`config.mk`:
```
export PLATFORM = sky130hd
export DESIGN_NAME = ham_ram
export DESIGN_NICKNAME = d
export VERILOG_FILES = /design/src/ham_ram.sv
export SDC_FILE = /design/constraint.sdc
export NUM_CORES = 1
export LEC_CHECK = 0
export ABC_AREA = 1
export BUFFER_PORTS_ARGS = -buffer_cell sky130_fd_sc_hd__clkbuf_2
export CAP_MARGIN = 40
export CORE_AREA = 2 2 107 109
export DETAILED_ROUTE_END_ITERATION = 8
export DIE_AREA = 0 0 109 111
export GPL_ROUTABILITY_DRIVEN = 1
export PLACE_DENSITY = 0.8
export SYNTH_ARGS = -nofsm -noshare
export SYNTH_HDL_FRONTEND = slang
export SYNTH_SLANG_ARGS = --single-unit
```
`constraint.sdc`:
```
create_clock -name clk -period 1.2 [get_ports clk]
set_input_delay 0.24 -clock clk [delete_from_list [all_inputs] [get_ports clk]]
set_output_delay 0.24 -clock clk [all_outputs]
set_load 0.005 [all_outputs]
```
`src/ham_ram.sv`:
```
module ham_ram #(
  parameter int WIDTH = 8,
  parameter int DEPTH = 16
) (
  input  logic                     clk,
  input  logic                     we,
  input  logic [$clog2(DEPTH)-1:0] waddr,
  input  logic [WIDTH-1:0]         wdata,
  input  logic                     re,
  input  logic [$clog2(DEPTH)-1:0] raddr,
  output logic [WIDTH-1:0]         rdata
);

  logic [WIDTH-1:0] mem [DEPTH];

  always_ff @(posedge clk) begin
    if (we) begin
      mem[waddr] <= wdata;
    end
    if (re) begin
      rdata <= mem[raddr];
    end
  end

endmodule

```
Word-level counts from Yosys, hierarchy flattened:

Memories as Yosys holds them, arrays and structs flattened. A register that Yosys moved wholly into a read port is not among the register bits.
Index checks and enable logic that the tools add are counted.

* output and inout port bits: 8
* memories: 1
* memory bits (writable): 128
* ROM bits: 0
* bits in latches: 0
* register bits after elaboration: 0

* equal/unequal tests: 0
* mux-type cells: 2
* reduce and logical (&&, ||, !) cells: 0
* $mul: 0
* shifts and indexed selects: 0
* magnitude comparators: 0
* div/mod/pow operators: 0
* $add $sub $neg: 0
* bitwise gates (word level): 0

Memories
* mem: words 16, bits a word 8, read ports 1, clocked after memory_dff 1, wr ports 1, line 14 `logic [WIDTH-1:0] mem [DEPTH];`

Operators by type and width (number)
* 1-bit 2-to-1 mux: 2

Longest topological paths before layout:

* depth in word-level cells: 2
* depth in mapped cells: 8
* mapped depth without buffers: 7

Worst setup path after synthesis:

Ideal clock, no wire load.

* kind: input-to-reg
* start: in waddr[3]
* end: mem mem[4][0], enable pin
* arrival time: 0.821 ns
* path buffers: 0
* slack: 0.009 ns
* setup time: 0.370 ns
* cell stages on the path: 2
* path through: nand3b_1 nor2_1

RTL lines
* start: declaration: line 7 `input logic [$clog2(DEPTH)-1:0] waddr,`
* end: declaration: line 14

Straight into the memory's write port.

Worst setup path in the final report:

* start: reg rdata[4], read port of mem
* end: out rdata[4]

RTL lines
* start: declaration: line 11 `output logic [WIDTH-1:0] rdata`

No word-level cell between the ends.

==> impl_results.md <==
* Origin of the critical flop-to-flop path: mem[0][7]$_DFFE_PP_
* Number of pins exceeding their max-slew limit in the final report at 0
* Min-delay worst type: in -> reg
* Register-to-register setup slack at 0.04 ns
* Count of routing violations after the opening detailed-route iteration at 516
* Type of element launching the critical path: register
* Effective utilization at floorplan at 52.8%
* Total setup buffers inserted after CTS at 0
* Power density of the placed cells at 1630 nW/µm²
* Failing checks: negative setup slack
* Final-report hold violation count at 0
* Horiz. Die Dim at 109 µm
* Required arrival time at the worst endpoint at 0.96 ns
* Avg Cell Area, Syn at 10.6 µm²
* Clock transition at the registers of the reported paths at 0.06 ns
* Number of buffer cells added on primary ports at 26
* Critical path type: reg -> out
* Inserted Clock Buffers at 17
* Number of vias in the routed layout at 4,031
* WL met3 at 1280 µm
* Aggregate global routing overflow at 0
* Count of inserted antenna diode cells at 0
* Global-route wire length before repair at 21,200 µm
* Final total negative setup slack at -0.0181 ns
* Most common cell after layout, fill and taps aside: nand2_1
* Max Clock Skew at 0.00449 ns
* Clock tree from TritonCTS: built
* Synthesized instance count at 551
* Number of buffer and inverter instances along the worst setup path at 1
* Number of cells traversed by the worst register-to-register path at 6
* Critical path arrival at 0.98 ns
* Post-Synthesis Net Count at 570
* Vias in the first global route at 3,985
* Largest net degree at the start of global routing at 37
* Launch point of the critical path: rdata[4]$_DFFE_PP_
* Clock sink total at 136
* Dpl cells at 725
* Post-detailed-route wirelength per cell at 17.7 µm
* Max rail drop VDD at 0.00102 V
* Tot GR Track Use at 24.2%
* Fmax at 821 MHz
* Remaining design rule violation count at 0
* Total power draw at 11.2 mW
* Uppermost metal layer occupied by signal nets: met4
* Fraction of the yosys area taken by sequential cells at 69.8%
* Warnings, synthesis at 0
* Growth of design area from synthesis to finish at 17.8%
* Kind of cell with the highest combined delay on the critical path: flip-flops
* Placed wire-length estimate after detailed placement at 8080 µm
* Fin worst setup slack at -0.0181 ns
* Count of state elements after synthesis at 136
* Biggest fanout along the worst timing path at 1
* Result of the run: finished, violations left
* Max-cap violations at 0
* Routed wire length at 13,400 µm
* Cells traversed along the worst timing path: clkbuf_2
* Setup-violating endpoint count in the final report at 1
* Antenna violations before repair at 0
* Buffers from clock root to sink, at most at 2
* Core area at 11,100 µm²
* Slowest Stage Delay on Critical Path at 0.42 ns
* Final nets at 620
* Fraction of the cycle the final worst path needs at 102%
* Io pins at 27
* CTS root buffer: clkbuf_16
* Worst skew pair latency at 0.42 ns
* Die area at 12,100 µm²
* Vertical die dimension at 111 µm
* Total length of routed met2 wires at 6440 µm
* Reg-to-Reg End: rdata[7]$_DFFE_PP_
* Startpoint of the lowest-slack hold path: raddr[3]
* Non-filler instance count after layout at 757
* Fraction of layout instances using a drive strength above 1 at 14.5%
* Via density per instance at 5.32
* Syn Std Cell Area at 5850 µm²
* Pre-Repair DR Iteration Count at 5
* Row cnt at 39
* Commonest cells after routing, fill and taps aside: 173 x nand2_1, 136 x edfxtp_1, 100 x inv_1
* Remaining number of nets flagged by the antenna check after routing at 0
* Gpl congestion at 0.842
* Cell with the largest stage delay on the worst path: edfxtp_1
* Leak Pwr at 3.00 nW
* Least-Margin Pin Slew at 0.379 ns
* Number of different library cells in the post-synthesis netlist at 11
* Stages on the worst setup path at 1
* Nature of the critical path endpoint: primary output
* Routed metal-1 wirelength at 5270 µm
* RSZ-0062 raised after global routing: true
* Tightest hold margin at 0.187 ns
* CTS H-tree depth at 4
* Worst setup endpoint: rdata[4]
* Fin crit period at 1.22 ns
* Headroom to the max-slew limit at 74.8%
-- power breakdown --
group / switching, mW / total (mW) / internal, mW
logic: 0.467 / 0.696 / 0.229
registers: 0.0305 / 5.38 / 5.35
clock network: 1.92 / 5.14 / 3.22
-- metrics by stage --
step	cell area [µm²]	utilization, %	setup slack [ns]
floorplan	5850	-	0.00916
finish	6890	62.2	-0.0181
global placement	6290	56.8	-0.188
CTS	6880	62.1	-0.0193
detailed placement	6290	56.8	-0.220
global route	6890	62.2	-0.0355
-- cells by family (layout without fill, tap and decap cells) --
kind of cell	after synthesis	after routing	synth area share [%]
AND/OR/NAND/NOR	289	289	20.8
flip-flops	136	136	69.8
buffers and inverters	126	189	9.39
-- timing repair --
item / 4_1_cts / 5_1_grt
pin swaps: 0 / 1
endpoints found under the hold margin: 0 / 0
gates resized for setup: 0 / 2
endpoints found under the setup margin: 2 / 5
hold buffers: 0 / 0
-- registers in the layout (all words and copies together), names as in the netlist --
name / flops
mem: 128
rdata: 8
-- worst min-delay path by stage --
| stage | end | slack [ns] | cells past startpoint |
|---|---|---|---|
| floorplan | mem[0][0]$_DFFE_PP_ | 0.34 | 0 |
| global placement | rdata[6]$_DFFE_PP_ | 0.62 | 3 |
| detailed placement | rdata[6]$_DFFE_PP_ | 0.63 | 3 |
| CTS | rdata[6]$_DFFE_PP_ | 0.18 | 3 |
| global route | rdata[6]$_DFFE_PP_ | 0.20 | 3 |
| finish | rdata[6]$_DFFE_PP_ | 0.19 | 3 |
-- cell usage after synthesis, drive strengths merged --
library cell    n  area share (%)
inv           102             6.5
nand3          97             8.3
nand3b          2            0.26
nand2         173              11
edfxtp        136              70
nor2           17             1.1
buf            24             2.8
-- area by class of cell --
class / count / area (µm²)
fillers: 771 / 4190
flip-flops and latches: 136 / 4080
multi-input cells: 289 / 1220
repair buffers: 55 / 435
clock buffers: 17 / 425
inverters: 102 / 383
well taps: 143 / 179
clock inverters: 15 / 160
-- layer usage --
| layer | vias up | global-route usage, % |
|---|---|---|
| met4 | 0 | 11.6 |
| met3 | 34 | 6.94 |
| met2 | 247 | 36.7 |
| met5 | - | 0 |
| met1 | 1867 | 32.0 |
| li1 | 1883 | - |
Power figures use the tool's default switching activity.
