**src/ham_pkg.sv**
```systemverilog
package ham_pkg;

  localparam int H_W       = 32;
  localparam int DIV_W     = 38;
  localparam int DIV_STEPS = 2;
  localparam int FRAC_ONE  = 65536;

  localparam logic [1:0] KIND_CLEAR  = 2'd0;
  localparam logic [1:0] KIND_STORE  = 2'd1;
  localparam logic [1:0] KIND_RECALL = 2'd2;

  localparam logic [1:0] REG_LEARN_RULE  = 2'd0;
  localparam logic [1:0] REG_UPDATE_MODE = 2'd1;
  localparam logic [1:0] REG_SWEEP_COUNT = 2'd2;

  localparam logic [1:0] MODE_ASYNC     = 2'd0;
  localparam logic [1:0] MODE_SYNC_CONV = 2'd2;

  localparam logic RULE_STORKEY = 1'b1;

  typedef struct packed {
    logic              rule;
    logic              xi_row;
    logic              div_load;
    logic              div_step;
    logic signed [H_W-1:0] h_row;
  } lane_ctl_t;

endpackage

```
**src/ham_lane.sv**
```systemverilog
module ham_lane #(
  parameter int NEURONS     = 64,
  parameter int WEIGHT_BITS = 24
) (
  input  logic                                           clk,
  input  ham_pkg::lane_ctl_t                             ctl,
  input  logic                                           diag,
  input  logic                                           s_bit,
  input  logic                                           xi_col,
  input  logic signed [ham_pkg::H_W-1:0]                 h_col,
  input  logic signed [WEIGHT_BITS-1:0]                  w,
  output logic signed [WEIGHT_BITS+$clog2(NEURONS):0]    term,
  output logic signed [WEIGHT_BITS-1:0]                  w_new
);

  localparam int FIELD_W = WEIGHT_BITS + $clog2(NEURONS) + 1;
  localparam int DW      = ham_pkg::DIV_W;
  localparam int DIVISOR = 2 * NEURONS;
  localparam int UW      = DW - 3;
  localparam int MW      = UW + 2;
  localparam int PW      = UW + MW;
  localparam int LO_W    = 18;
  localparam int SH      = UW + $clog2(DIVISOR);
  localparam int QW      = UW - $clog2(DIVISOR) + 1;
  localparam logic [MW-1:0] RECIP =
    MW'(((64'd1 << SH) + 64'(DIVISOR) - 64'd1) / 64'(DIVISOR));
  localparam int INC     = (2 * ham_pkg::FRAC_ONE + NEURONS) / (2 * NEURONS);
  localparam int SUM_W   = DW + 2;
  localparam logic signed [SUM_W-1:0] W_MAX =
    SUM_W'((64'sd1 <<< (WEIGHT_BITS - 1)) - 64'sd1);
  localparam logic signed [SUM_W-1:0] W_MIN = -W_MAX - SUM_W'(1);

  logic signed [DW-1:0]    num, a_val;
  logic [UW-1:0]           u_load, u_r;
  logic                    neg_r;
  logic [PW-1:0]           pl_r, ph_r, psum;
  logic [QW-1:0]           q_r;
  logic signed [DW-1:0]    qs;
  logic signed [SUM_W-1:0] hsum, ksum, sum;

  assign term = diag ? '0 : (s_bit ? FIELD_W'(w) : -FIELD_W'(w));

  always_comb begin
    num = (ctl.xi_row == xi_col) ? DW'(ham_pkg::FRAC_ONE) : -DW'(ham_pkg::FRAC_ONE);
    num = num - (ctl.xi_row ? DW'(h_col) : -DW'(h_col));
    num = num - (xi_col ? DW'(ctl.h_row) : -DW'(ctl.h_row));
    a_val = (num <<< 1) + DW'(NEURONS);
    u_load = a_val[DW-1] ? UW'(-a_val + DW'(DIVISOR - 1)) : UW'(a_val);
  end

  // divide by 2N: reciprocal multiply, products then quotient
  assign psum = pl_r + (ph_r << LO_W);

  always_ff @(posedge clk) begin
    if (ctl.div_load) begin
      u_r   <= u_load;
      neg_r <= a_val[DW-1];
    end else if (ctl.div_step) begin
      pl_r <= PW'(u_r[LO_W-1:0]) * PW'(RECIP);
      ph_r <= PW'(u_r[UW-1:LO_W]) * PW'(RECIP);
      q_r  <= psum[SH +: QW];
    end
  end

  always_comb begin
    qs   = neg_r ? -$signed(DW'(q_r)) : $signed(DW'(q_r));
    hsum = SUM_W'(w) + ((ctl.xi_row == xi_col) ? SUM_W'(INC) : -SUM_W'(INC));
    ksum = SUM_W'(w) + SUM_W'(qs);
    sum  = ctl.rule ? ksum : hsum;
    if (diag) begin
      w_new = w;
    end else if (sum > W_MAX) begin
      w_new = WEIGHT_BITS'(W_MAX);
    end else if (sum < W_MIN) begin
      w_new = WEIGHT_BITS'(W_MIN);
    end else begin
      w_new = WEIGHT_BITS'(sum);
    end
  end

endmodule

```
**config.mk**
```make
export PLATFORM = sky130hd
export DESIGN_NAME = ham_lane
export DESIGN_NICKNAME = d
export VERILOG_FILES = /design/src/ham_pkg.sv /design/src/ham_lane.sv
export SDC_FILE = /design/constraint.sdc
export NUM_CORES = 1
export LEC_CHECK = 0
export ABC_AREA = 1
export BUFFER_PORTS_ARGS = -buffer_cell sky130_fd_sc_hd__buf_4
export CAP_MARGIN = 30
export CELL_PAD_IN_SITES_DETAIL_PLACEMENT = 1
export CELL_PAD_IN_SITES_GLOBAL_PLACEMENT = 2
export CORE_ASPECT_RATIO = 1.75
export CORE_MARGIN = 5
export CORE_UTILIZATION = 35
export CTS_CLUSTER_SIZE = 16
export DETAILED_ROUTE_END_ITERATION = 7
export PLACE_DENSITY = 0.91
export SLEW_MARGIN = 40
export SYNTH_ARGS = -nofsm -noshare
export SYNTH_HDL_FRONTEND = slang
export SYNTH_SLANG_ARGS = --single-unit
```
**constraint.sdc**
```tcl
create_clock -name clk -period 11.89 [get_ports clk]
set_clock_uncertainty 0.05 [all_clocks]
set_input_delay 0 -clock clk [delete_from_list [all_inputs] [get_ports clk]]
set_output_delay 0 -clock clk [all_outputs]
set_load 0.005 [all_outputs]
```
; After elaboration in Yosys (flattened, before gate mapping)
; Cells that the tools add are included.
[op_classes]
add_sub_neg = 12
mul = 0
div = 0
magnitude_cmp = 2
eq_ne = 1
n_shift = 0
mux = 12
n_bitwise = 1
n_reduce_logical = 1
[ops]
columns = op, n
row1 = $mux 37, 3
row2 = $mux 40, 2
row3 = $neg 32->37, 2
row4 = $sub 37x37->37, 2
row5 = $mux 24, 3
row6 = $add 53x70->71, 1
row7 = $mux 31, 2
row8 = $add 24x40->40, 1
row9 = $gt 40x24->1 const B, 1
row10 = $lt 40x24->1 const B, 1
row11 = $add 24x38->39, 1
row12 = $add 38x8->38 const B, 1
row13 = $mux 38, 1
row14 = $neg 29->38, 1
row15 = $add 35x8->35 const B, 1
row16 = $mux 35, 1
row17 = $neg 35->35, 1
row18 = $neg 31->31, 1
row19 = $reduce_and 2->1, 1
row20 = $eq 1x1->1, 1
row21 = $not 1->1, 1
[totals]
register_bits = 100
latchBits = 0
ramBits = 0
rom_bits = 0
input_bits = 96
out_inout_bits = 55
elab_cells = 34
mem_count = 0

; Longest topological paths before layout
[depth]
ltp_word = 8
depth_mapped = 38
depth_no_buf = 38

; Least setup slack after synthesis
; Ideal clock, no wire load.
[synth_path]
kind = input-to-output
start = input port ctl[34] (netlist name)
end = output port w_new[14]
arrival_ps = 5686
required_ps = 11840
setup_slack_ps = 6154
cell_stages = 18
n_path_buf = 1
cell_sequence = xnor2_1 > inv_1 > ha_1 > a21oi_1 > nor2_1 > a211oi_1 > o21ai_0 > nor2_1 > fa_1 > or2_2 > nand2_1 > nand3_1 > nor2_1 > nand2_1 > nand2_1 > buf_4 > nand2_1 > a21oi_1
[synth_between]
elab_chain_cells = 8
word_cells_on_any_way = 9
classes_between = 1 x add/sub / 2 x order compare / 1 x eq/ne / 5 x mux
[synth_rtl]
columns = item, line
row1 = start: declaration, ham_lane.sv:6  ; input ham_pkg::lane_ctl_t ctl,
row2 = $eq 1x1->1 (*), ham_lane.sv:67  ; hsum = SUM_W'(w) + ((ctl.xi_row == xi_col) ? SUM_W'(INC) : -SUM_W'(INC));
row3 = $mux 40 (*), ham_lane.sv:67
row4 = $add 24x40->40 (*), ham_lane.sv:67
row5 = $mux 40 (*), ham_lane.sv:69  ; sum = ctl.rule ? ksum : hsum;
row6 = $lt 40x24->1, ham_lane.sv:74  ; end else if (sum < W_MIN) begin
row7 = $mux 24, ham_lane.sv:74
row8 = $mux 24 (*), ham_lane.sv:72  ; end else if (sum > W_MAX) begin
row9 = $mux 24 (*), ham_lane.sv:70  ; if (diag) begin
row10 = end: declaration, ham_lane.sv:13  ; output logic signed [WEIGHT_BITS-1:0] w_new
; Mark *: on every way between the ends. The rest lies on a longest branch, timed or not.

; Final worst setup path
[layout_path]
start = register q_r[0]
end = output port w_new[11]
[layout_between]
elab_chain_cells = 8
word_cells_on_any_way = 9
classes_between = 2 x add/sub / 2 x order compare / 5 x mux
[layout_rtl]
columns = item, line
row1 = start: declaration, ham_lane.sv:37  ; logic [QW-1:0] q_r;
row2 = start signal: assignment, ham_lane.sv:61  ; q_r <= psum[SH +: QW];
row3 = $neg 29->38, ham_lane.sv:66  ; qs = neg_r ? -$signed(DW'(q_r)) : $signed(DW'(q_r));
row4 = $mux 38 (*), ham_lane.sv:66
row5 = $add 24x38->39 (*), ham_lane.sv:68  ; ksum = SUM_W'(w) + SUM_W'(qs);
row6 = $mux 40 (*), ham_lane.sv:69
row7 = $lt 40x24->1, ham_lane.sv:74
row8 = $mux 24, ham_lane.sv:74
row9 = $mux 24 (*), ham_lane.sv:72
row10 = $mux 24 (*), ham_lane.sv:70
; Marked as above.

==> impl_metrics.json <==
{
  "nNetsFinal": 2833,
  "reg2reg_from": "pl_r[52]",
  "reg2reg_to": "q_r[10]",
  "start_util": 0.352,
  "yosysMostFrequentCell": "nand2_1",
  "first_pass_iters": 4,
  "fillerInstances": 5779,
  "antenna_found_initial": 0,
  "clk-insertion-delay-late_ns": 0.35,
  "yosys.area.top_type_share": 0.187,
  "p_leak_nw": 8.47,
  "drt-total-wl_um": 55100,
  "stdcell_area_um2": 16700,
  "setup_tns_ns": 0,
  "root_buffer": "clkbuf_16",
  "synth_flop_cell": "edfxtp_1",
  "antenna_left": 0,
  "synth_area_per_cell_um2": 5.93,
  "end_kind": "primary output",
  "ys_top_cells_by_count": "nand2_1 (731), inv_1 (394), nor2_1 (292)",
  "power_mw": 2.96,
  "diodes": 0,
  "synth_area_leaders": "nand2_1 (19%), edfxtp_1 (17%), inv_1 (10%), ha_1 (9.1%), nor2_1 (7.5%)",
  "cts_resized": 0,
  "tritoncts": "done",
  "die_w_um": 165,
  "crit_top_cell": "nand2_1",
  "period_share": 0.556,
  "coreArea_um2": 41600,
  "hpwl_um": 48800,
  "syn2layout_area_growth_pct": 13.8,
  "hold_class": "input port to flop",
  "synth_top_area_cell": "nand2_1",
  "cts_setup_buffers": 0,
  "dieArea_um2": 46200,
  "arrival_ns": 6.56,
  "path_clk_slew_ns": 0.07,
  "worst-path-max-fanout": 23,
  "cts_buffers": 9,
  "clock.fmax_ghz": 0.151,
  "finalSetupViolCount": 0,
  "netlist_instances": 2471,
  "report.final.hold_viol_count": 0,
  "grt_usage": 0.237,
  "hold_buffers": 0,
  "async_reset_ff_frac": 0,
  "ir_drop_mv": 0.0788,
  "placed_cell_area_um2": 16400,
  "syn_area_um2": 14700,
  "cts.path.max_buffers": 2,
  "grt-ovfl-total": 0,
  "drive_gt1_frac": 0.0899,
  "first_iter_violations": 434,
  "rows": 99,
  "worstMarginPinSlew_ns": 0.899,
  "drv_slew": 0,
  "whs_endpoint": "u_r[34]",
  "cp.required_ns": 11.84,
  "max_stage_delay_ns": 0.47,
  "yosysSeqAreaShare": 0.174,
  "fin_util": 0.401,
  "yosysWarnings": 0,
  "rsz0062_at_grt": "no",
  "reg2reg_depth": 0,
  "grt_pass1_vias": 17900,
  "place.gp.congestion": 0.937,
  "vias_per_cell": 5.16,
  "htreeDepth": 3,
  "maxCapViolCount": 0,
  "cts.sinks": 85,
  "cellPowerDensity_nw_per_um2": 177,
  "die_h_um": 281,
  "io_buffers": 150,
  "io_pins": 151,
  "maxSlewHeadroom": 0.394,
  "wl_per_cell_um": 17.4,
  "synth_edf_count": 85,
  "drc_errors": 0,
  "critPathKind": "flop to primary output",
  "worstHoldStart": "ctl[33]",
  "status": "complete, no violations",
  "syn-num-nets": 2696,
  "vias": 16300,
  "period_minus_slack_ns": 6.61,
  "ys_ff_latch": 85,
  "start_kind": "flop",
  "grt_max_degree": 57,
  "reg2reg_slack_ns": 11.18,
  "ys_types": 48,
  "grt_pass1_wl_um": 87200,
  "crit_slowest_cell": "edfxtp_1",
  "min_path_cells": 1
}
power by group:
part	total (mW)	internal (mW)	switching [mW]
combinational	2.21	0.722	1.48
clock	0.270	0.146	0.124
sequential	0.484	0.460	0.0247
total	2.96	1.33	1.63
worst max-delay path, delay by kind of cell (launching register included):
kind	cells	cell delay, ns
AOI/OAI and AO/OA	7	1.48
xor gates and xnor gates	1	0.16
adders and majority gates	1	0.42
buffers and inverters	3	0.53
DFF	1	0.47
and+or+nand+nor	18	3.15
how the worst max path moves through the flow:
stage / slack, ns / from / endpoint
floorplan: 6.15 / ctl[34] / w_new[14]
global placement: 5.19 / h_col[2] / u_r[10]
detailed placement: 5.00 / h_col[2] / u_r[10]
CTS: 5.11 / q_r[0] / w_new[11]
global route: 4.51 / q_r[0] / w_new[11]
finish: 5.28 / q_r[0] / w_new[11]
metrics by stage:
step | std cells | hold slack, ns | setup slack [ns]
6_report | 3168 | 0.0644 | 5.28
5_1_grt | 3168 | 0.0630 | 4.51
4_1_cts | 3168 | 0.0552 | 5.11
3_5_place_dp | 3152 | 0.295 | 5.00
3_3_place_gp | 3152 | 0.287 | 5.19
2_1_floorplan | 2471 | -0.0161 | 6.15
registers in the layout, indices dropped and copies added, names as in the netlist:
| signal | count |
|---|---|
| pl_r | 11 |
| u_r | 29 |
| ph_r | 17 |
| q_r | 28 |
layout make-up:
class / count / area [um2] / area share
Clock buffer: 9 / 225 / 0.0135
Clock inverter: 7 / 61.3 / 0.00367
Inverter: 406 / 1520 / 0.0913
Multi-Input combinational cell: 1948 / 10400 / 0.626
Sequential cell: 85 / 2550 / 0.153
Tap cell: 555 / 694 / 0.0416
Timing Repair Buffer: 158 / 1190 / 0.0711
metal layers:
layer,vias up,GRT usage,share of wire
met4,0,0.178,0.087
met1,7644,0.194,0.32
li1,8213,-,-
met3,164,0.0106,0.018
met5,-,0,0
met2,322,0.502,0.58
cell families after synthesis:
family / count (synthesis) / synth area share
buffers and inverters: 438 / 0.115
adders and majority gates: 129 / 0.121
muxes: 1 / 0.000683
and+or+nand+nor: 1354 / 0.390
DFF: 85 / 0.174
AOI/OAI and AO/OA: 343 / 0.127
xor gates and xnor gates: 121 / 0.0723
layout by cell type, fill, tap and decap left out, types with 7 or more instances in the layout:
| cell type | n |
|---|---|
| a21o_1 | 11 |
| a21oi_1 | 161 |
| a31oi_1 | 8 |
| and3_1 | 7 |
| buf_4 | 158 |
| clkbuf_16 | 9 |
| edfxtp_1 | 85 |
| fa_1 | 22 |
| ha_1 | 107 |
| inv_1 | 393 |
| inv_2 | 9 |
| nand2_1 | 731 |
| nand2_2 | 16 |
| nand3_1 | 168 |
| nand3b_1 | 9 |
| nand4_1 | 40 |
| nor2_1 | 291 |
| nor2_2 | 9 |
| nor2_4 | 7 |
| nor3_1 | 49 |
| o21ai_0 | 120 |
| o21bai_1 | 11 |
| or2_2 | 11 |
| xnor2_1 | 46 |
| xor2_1 | 74 |
No activity file was read; power rests on OpenSTA's default activity.
